`src/rtl/core/pns_pkg.sv`:
```
package pns_pkg;

  localparam int DIM_W         = 11;
  localparam int SIDE_W        = 8;
  localparam int OUTPUT_SIDE   = 256;
  localparam int ADDR_W        = 2 * DIM_W + 1;
  localparam int TARGET_W      = 17;
  localparam int COLOR_W       = 32;
  localparam int IDX_W         = 8;
  localparam int PAL_DEPTH     = 256;
  localparam int PAL_AW        = 8;
  localparam int SRC_BYTES_DEF = 131072;
  localparam int APB_DW        = 32;
  localparam int APB_AW        = 3;

  localparam logic [DIM_W-1:0] COLS_RESET = 11'd320;
  localparam logic [DIM_W-1:0] ROWS_RESET = 11'd240;

  typedef enum logic [1:0] {
    OP_PAL_WR = 2'd0,
    OP_SRC_WR = 2'd1,
    OP_PIXEL  = 2'd2
  } op_t;

  typedef enum logic {
    REG_COLS = 1'b0,
    REG_ROWS = 1'b1
  } reg_idx_t;

  typedef struct packed {
    logic               live;
    op_t                op;
    logic               ok;
    logic [ADDR_W-1:0]  addr;
    logic [COLOR_W-1:0] value;
  } req_t;

endpackage

```
`src/rtl/core/pns_addr_gen.sv`:
```
module pns_addr_gen
  import pns_pkg::*;
#(
  parameter int SOURCE_STORE_BYTES = SRC_BYTES_DEF
) (
  input  logic                clk,
  input  logic                rst,
  input  logic                accept,
  input  logic [1:0]          operation,
  input  logic [TARGET_W-1:0] target_address,
  input  logic [COLOR_W-1:0]  write_value,
  input  logic [SIDE_W-1:0]   out_row,
  input  logic [SIDE_W-1:0]   out_column,
  input  logic [DIM_W-1:0]    source_columns,
  input  logic [DIM_W-1:0]    source_rows,
  output req_t                req
);

  logic [DIM_W+SIDE_W:0]   col_prod;
  logic [DIM_W+SIDE_W-1:0] row_prod;
  logic [DIM_W-1:0]        row_next;
  logic [DIM_W-1:0]        col_next;
  logic                    row_ok_next;
  logic                    live_next;

  logic                    s1_live;
  op_t                     s1_op;
  logic                    s1_row_ok;
  logic [DIM_W-1:0]        s1_row;
  logic [DIM_W-1:0]        s1_col;
  logic [TARGET_W-1:0]     s1_target;
  logic [COLOR_W-1:0]      s1_value;

  logic [2*DIM_W-1:0]      addr_prod;
  logic [ADDR_W-1:0]       pix_addr;
  logic                    addr_in;
  req_t                    req_next;

  // stage 0: source column and row
  assign col_prod    = (DIM_W+SIDE_W+1)'(source_columns) *
                       (DIM_W+SIDE_W+1)'({out_column, 1'b1});
  assign row_prod    = (DIM_W+SIDE_W)'(source_rows) * (DIM_W+SIDE_W)'(out_row);
  assign col_next    = col_prod[DIM_W+SIDE_W:SIDE_W+1];
  assign row_next    = (source_rows <= DIM_W'(OUTPUT_SIDE)) ? DIM_W'(out_row)
                                                           : row_prod[DIM_W+SIDE_W-1:SIDE_W];
  assign row_ok_next = DIM_W'(out_row) < source_rows;
  assign live_next   = accept && (operation == OP_PAL_WR || operation == OP_SRC_WR ||
                                  operation == OP_PIXEL);

  always_ff @(posedge clk) begin
    if (rst) begin
      s1_live <= 1'b0;
    end else begin
      s1_live <= live_next;
    end
  end

  always_ff @(posedge clk) begin
    s1_op     <= op_t'(operation);
    s1_row_ok <= row_ok_next;
    s1_row    <= row_next;
    s1_col    <= col_next;
    s1_target <= target_address;
    s1_value  <= write_value;
  end

  // stage 1: byte address in the source store
  assign addr_prod = (2*DIM_W)'(source_columns) * (2*DIM_W)'(s1_row);
  assign pix_addr  = ADDR_W'(addr_prod) + ADDR_W'(s1_col);
  assign addr_in   = 32'(pix_addr) < 32'(SOURCE_STORE_BYTES);

  always_comb begin
    req_next       = '0;
    req_next.live  = s1_live;
    req_next.op    = s1_op;
    req_next.value = s1_value;
    case (s1_op)
      OP_PAL_WR: begin
        req_next.ok   = s1_target[TARGET_W-1:PAL_AW] == '0;
        req_next.addr = ADDR_W'(s1_target);
      end
      OP_SRC_WR: begin
        req_next.ok   = 32'(s1_target) < 32'(SOURCE_STORE_BYTES);
        req_next.addr = ADDR_W'(s1_target);
      end
      default: begin
        req_next.ok   = s1_row_ok && addr_in;
        req_next.addr = pix_addr;
      end
    endcase
  end

  always_ff @(posedge clk) begin
    if (rst) begin
      req.live <= 1'b0;
    end else begin
      req.live <= req_next.live;
    end
    req.op    <= req_next.op;
    req.ok    <= req_next.ok;
    req.addr  <= req_next.addr;
    req.value <= req_next.value;
  end

endmodule

```
`config.mk`:
```
export PLATFORM = sky130hd
export DESIGN_NAME = pns_addr_gen
export DESIGN_NICKNAME = d
export VERILOG_FILES = /design/src/rtl/core/pns_pkg.sv /design/src/rtl/core/pns_addr_gen.sv
export SDC_FILE = /design/constraint.sdc
export NUM_CORES = 1
export LEC_CHECK = 0
export BUFFER_PORTS_ARGS = -buffer_cell sky130_fd_sc_hd__buf_2
export CAP_MARGIN = 10
export CORE_MARGIN = 10
export CORE_UTILIZATION = 43
export CTS_BUF_LIST = sky130_fd_sc_hd__clkbuf_4 sky130_fd_sc_hd__clkbuf_8
export CTS_CLUSTER_DIAMETER = 40
export DETAILED_ROUTE_END_ITERATION = 10
export PLACE_DENSITY = 0.74
export SLEW_MARGIN = 20
export SYNTH_ARGS = -nofsm -noshare
export SYNTH_HDL_FRONTEND = slang
export SYNTH_SLANG_ARGS = --single-unit
```
`constraint.sdc`:
```
create_clock -name clk -period 5.9 [get_ports clk]
set_input_delay 0 -clock clk [delete_from_list [all_inputs] [get_ports clk]]
set_output_delay 0 -clock clk [all_outputs]
set_load 0.02 [all_outputs]
```
# After elaboration in Yosys (flattened, before gate mapping)
# Index checks and enable logic that the tools add are counted.
# word_totals
register_bits,134
word_cells,32
in_bits,92
out_inout_bits,59
# classes
n_addsub,1
n_reduce_logical,7
mux,2
order_cmp,3
mul,3
n_eq_ne,3
# ops
cell,count
$pmux 24 s2,1
$add 22x11->23,1
$lt 23x18->1 const B,1
$mul 11x11->22,1
$mul 11x9->20,1
$mul 11x8->19,1
$le 11x9->1 const B,1
$lt 8x11->1,1
$logic_not 9->1,1
$mux 8,1
$eq 2x1->1 const B,2
$logic_not 2->1,2
$eq 2x2->1 const B,1
$logic_and 1x1->1,2
$logic_or 1x1->1,2

# Longest topological paths before layout
# logic_depth
ltp_word,5
depth_mapped,23
depth_no_buf,20

# Worst setup path after synthesis
# Ideal clock, no wire load.
# synth_timing
path_kind,register to register
startpoint,register s1_row[4]
endpoint,register req[55] (netlist bit)
stages_incl_launch_ff,20
arrival_ps,5551
path_buffers,1
period_less_slack_ps,5647
setup_slack_ps,253
setup_time_ps,96
required_ps,5804
cell_sequence,dfxtp_1 clkbuf_1 nand2_1 fa_1 fa_1 fa_1 inv_1 fa_1 inv_1 fa_1 inv_1 ha_1 or2_1 a2111o_1 o211ai_2 nor2_2 a211o_1 xor2_1 or4_4 o41ai_2
# synth_lines
element,line_no,source
start: declaration,pns_addr_gen.sv:29,logic [DIM_W-1:0] s1_row;
start signal: assignment,pns_addr_gen.sv:61,s1_row <= row_next;
end: declaration,pns_addr_gen.sv:16,output req_t req

==> flow_summary_export.csv <==
group,metric,value,unit
outcome,status,"completed",
yosys,synth-compound-area-share,5.62,%
yosys,synth_xor_area_share,2.53,%
route,drc,0,
yosys,synth.cell_area,0.0131,sq mm
worst_hold_path,hold_path_class,"in2reg",
cells_and_area,final_nets,2000,
yosys,synth.area.top_cells,"fa_1 (32%), dfxtp_1 (20%), ha_1 (14%)",
route,vias_per_cell,4.89,
floorplan,fp-row-count,63,
cells_and_area,final_util,51.1,%
yosys,synth_seq_area_share,20.4,%
clock_tree,cts.sinks,134,
timing,fin_ws,0.195,ns
yosys,synth-edff-count,0,
timing,min_period,5.70,ns
yosys,synth_cells,1370,
yosys,ys_seq_elements,134,
grt,grt_first_pass_wirelength,51.7,mm
yosys,synth_top_family_by_area,"adder cells",
worst_setup_path,critPathMaxFanout,7,
yosys,yosysUniqueCellTypes,59,
yosys,syn_avg_cell_area,9.58,sq um
worst_setup_path,arrival,6.05,ns
floorplan,coreArea,0.0299,sq mm
timing,worstMarginPinSlew,0.870,ns
cells_and_area,final_cells,1956,
clock_tree,clockBufferDepth,2,
floorplan,ios,151,
yosys,netlist.area_leader.share,31.7,%
place,gp_congestion,0.903,
clock_tree,clock_latency,0.45,ns
place,numPortBuffers,150,
yosys,synthArstFlopShare,0,%
place,dp.cells,1859,
place,dp_hpwl,23.7,mm
worst_setup_path,crit_path_start_kind,"register",
timing,report.final.slew_viol_count,0,
floorplan,start_util,44.0,%
timing,setup_violations,0,
timing,fmax,175,MHz
grt,overflow,0,
clock_tree,cts_tree,"built",
timing,finalHoldViolCount,0,
floorplan,die_w,195,microns
yosys,yosysWarningCount,0,
yosys,yosys.area_share.adder,45.9,%
worst_setup_path,critPathCaptureType,"register",
worst_setup_path,r2r_slack,0.20,ns
floorplan,fp.dieH,195,microns
grt,grt_pass1_vias,10600,
timing,rsz0062_at_grt,"false",
route,drt_iter0_markers,461,
grt,grt_max_degree,23,
yosys,synth_area_leader_cell,"fa_1",
timing,finalSetupTns,0,ns
yosys,synthMuxAreaShare,1.36,%
timing,slew-limit-headroom,41.9,%
timing,fin_skew,0.0193,ns
grt,grt_usage,16.3,%
clock_tree,root_buffer,"clkbuf_8",
yosys,synth_simple_gate_area_share,14.3,%
clock_tree,cts_max_level,4,
clock_tree,clkTransAtPathRegs,0.08,ns
cells_and_area,nFillCells,2685,
job,max-cap-violations,0,
floorplan,die_area,0.0379,sq mm
route,antenna_left,0,
route,avgRoutedWirePerCell,15.3,microns
place,pre_cts_slack,0.0535,ns
route,drtPass1Iterations,5,
cells_and_area,final_layout_size_suffix_gt1_share,14.9,%
timing,layout_worst_path_cycle_share,96.7,%
grt,antenna_found_initial,4,
worst_setup_path,crit_type,"reg2reg",
route,num_vias,9556,
cells_and_area,area_growth,16.4,%
yosys,ys.flop_type,"dfxtp_1",
route,wl,29.8,mm
worst_setup_path,critPathRequiredTime,6.24,ns
yosys,synth_nets,1819,
clock_tree,numCtsBuffers,17,
-- registers in the layout, indices dropped and copies added, names as in the netlist --
signal     cells
s1_op          2
req           59
s1_target     17
s1_live        1
s1_row_ok      1
s1_row        11
s1_value      32
s1_col        11
-- path summary, 6_finish.rpt --
kind	cells past startpoint	to	from
worst max-delay path	18	req[55]	s1_row[4]
worst min-delay path	3	s1_row[10]	source_rows[10]
worst max register to register	18	req[55]	s1_row[4]
worst min register to register	0	req[5]	s1_value[5]
-- worst max-delay path, stage by stage (launching register included) --
cell and delay (ns):
dfxtp_4 0.38, nand2_1 0.08, fa_1 0.57, fa_1 0.47, fa_1 0.50, inv_1 0.05
fa_1 0.52, inv_1 0.05, fa_1 0.53, inv_1 0.04, ha_1 0.35, or2_1 0.27
a2111o_1 0.43, o211ai_2 0.10, nor2_2 0.07, a211o_1 0.29, xor2_1 0.17, or4_4 0.52
o41ai_2 0.20
-- layout by cell type, fill, tap and decap left out, drive strengths merged, types with 5 or more instances in the layout --
cell         instances
inv                281
fa                 208
nand2              183
buf                164
ha                 149
dfxtp              134
and2               124
dlygate4sd3         61
nor2                32
a21oi               27
xnor2               25
clkbuf              20
a21o                17
o21ai               16
mux2                15
xor2                13
nor3                 7
nor2b                6
a211o                5
nand3                5
nand2b               5
nor4                 5
-- cell families after synthesis --
logic type | count (synthesis)
AOI/OAI and AO/OA | 101
xor gates and xnor gates | 38
adders and majority gates | 357
buffers and inverters | 341
DFF | 134
muxes | 16
and+or+nand+nor | 383
-- metal layers --
layer / global-route usage, % / wire (microns) / vias up
met5: 0 / 25 / -
li1: - / - / 4514
met1: 19.4 / 12400 / 4739
met3: 3.51 / 1600 / 38
met4: 3.89 / 453 / 4
met2: 29.2 / 15400 / 261
-- metrics by stage --
| step | hold slack [ns] | instance area (sq um) |
|---|---|---|
| floorplan | 0.0277 | 13100 |
| global placement | 0.102 | 14200 |
| detailed placement | 0.104 | 14200 |
| CTS | 0.0373 | 15200 |
| global route | 0.0581 | 15300 |
| finish | 0.0890 | 15300 |
-- Yosys cell counts, drive strengths merged, types with 5 or more instances --
| library cell | instances |
|---|---|
| a21o | 17 |
| ha | 149 |
| inv | 277 |
| fa | 208 |
| nor2b | 6 |
| nand2 | 183 |
| o21ai | 16 |
| a21oi | 27 |
| xor2 | 13 |
| and2 | 124 |
| nand3 | 5 |
| nor3 | 7 |
| nor4 | 5 |
| nand2b | 5 |
| nor2 | 32 |
| xnor2 | 25 |
| a211o | 5 |
| mux2 | 15 |
| dfxtp | 134 |
| clkbuf | 60 |
-- cell type report --
type                    instances  area [sq um]  share of cell area (%)
clock buffers                  20           269                    1.76
well taps                     390           488                    3.19
flip-flops and latches        134          2700                    17.7
diodes                          2          5.00                  0.0328
multi-input cells             895          9150                    59.9
clock inverters                12           140                   0.917
repair buffers                225          1470                    9.60
inverters                     278          1060                    6.92
-- what timing repair did --
item / in CTS / in global routing
endpoints found under the setup margin: 0 / 2
gates resized for setup: 0 / 13
hold buffers: 61 / 0
buffers inserted: 0 / 2
endpoints found under the hold margin: 60 / 0
Power is left out: the tool's default activity adds up to more than one toggle a clock period on the data nets, which glitch-free logic cannot reach.
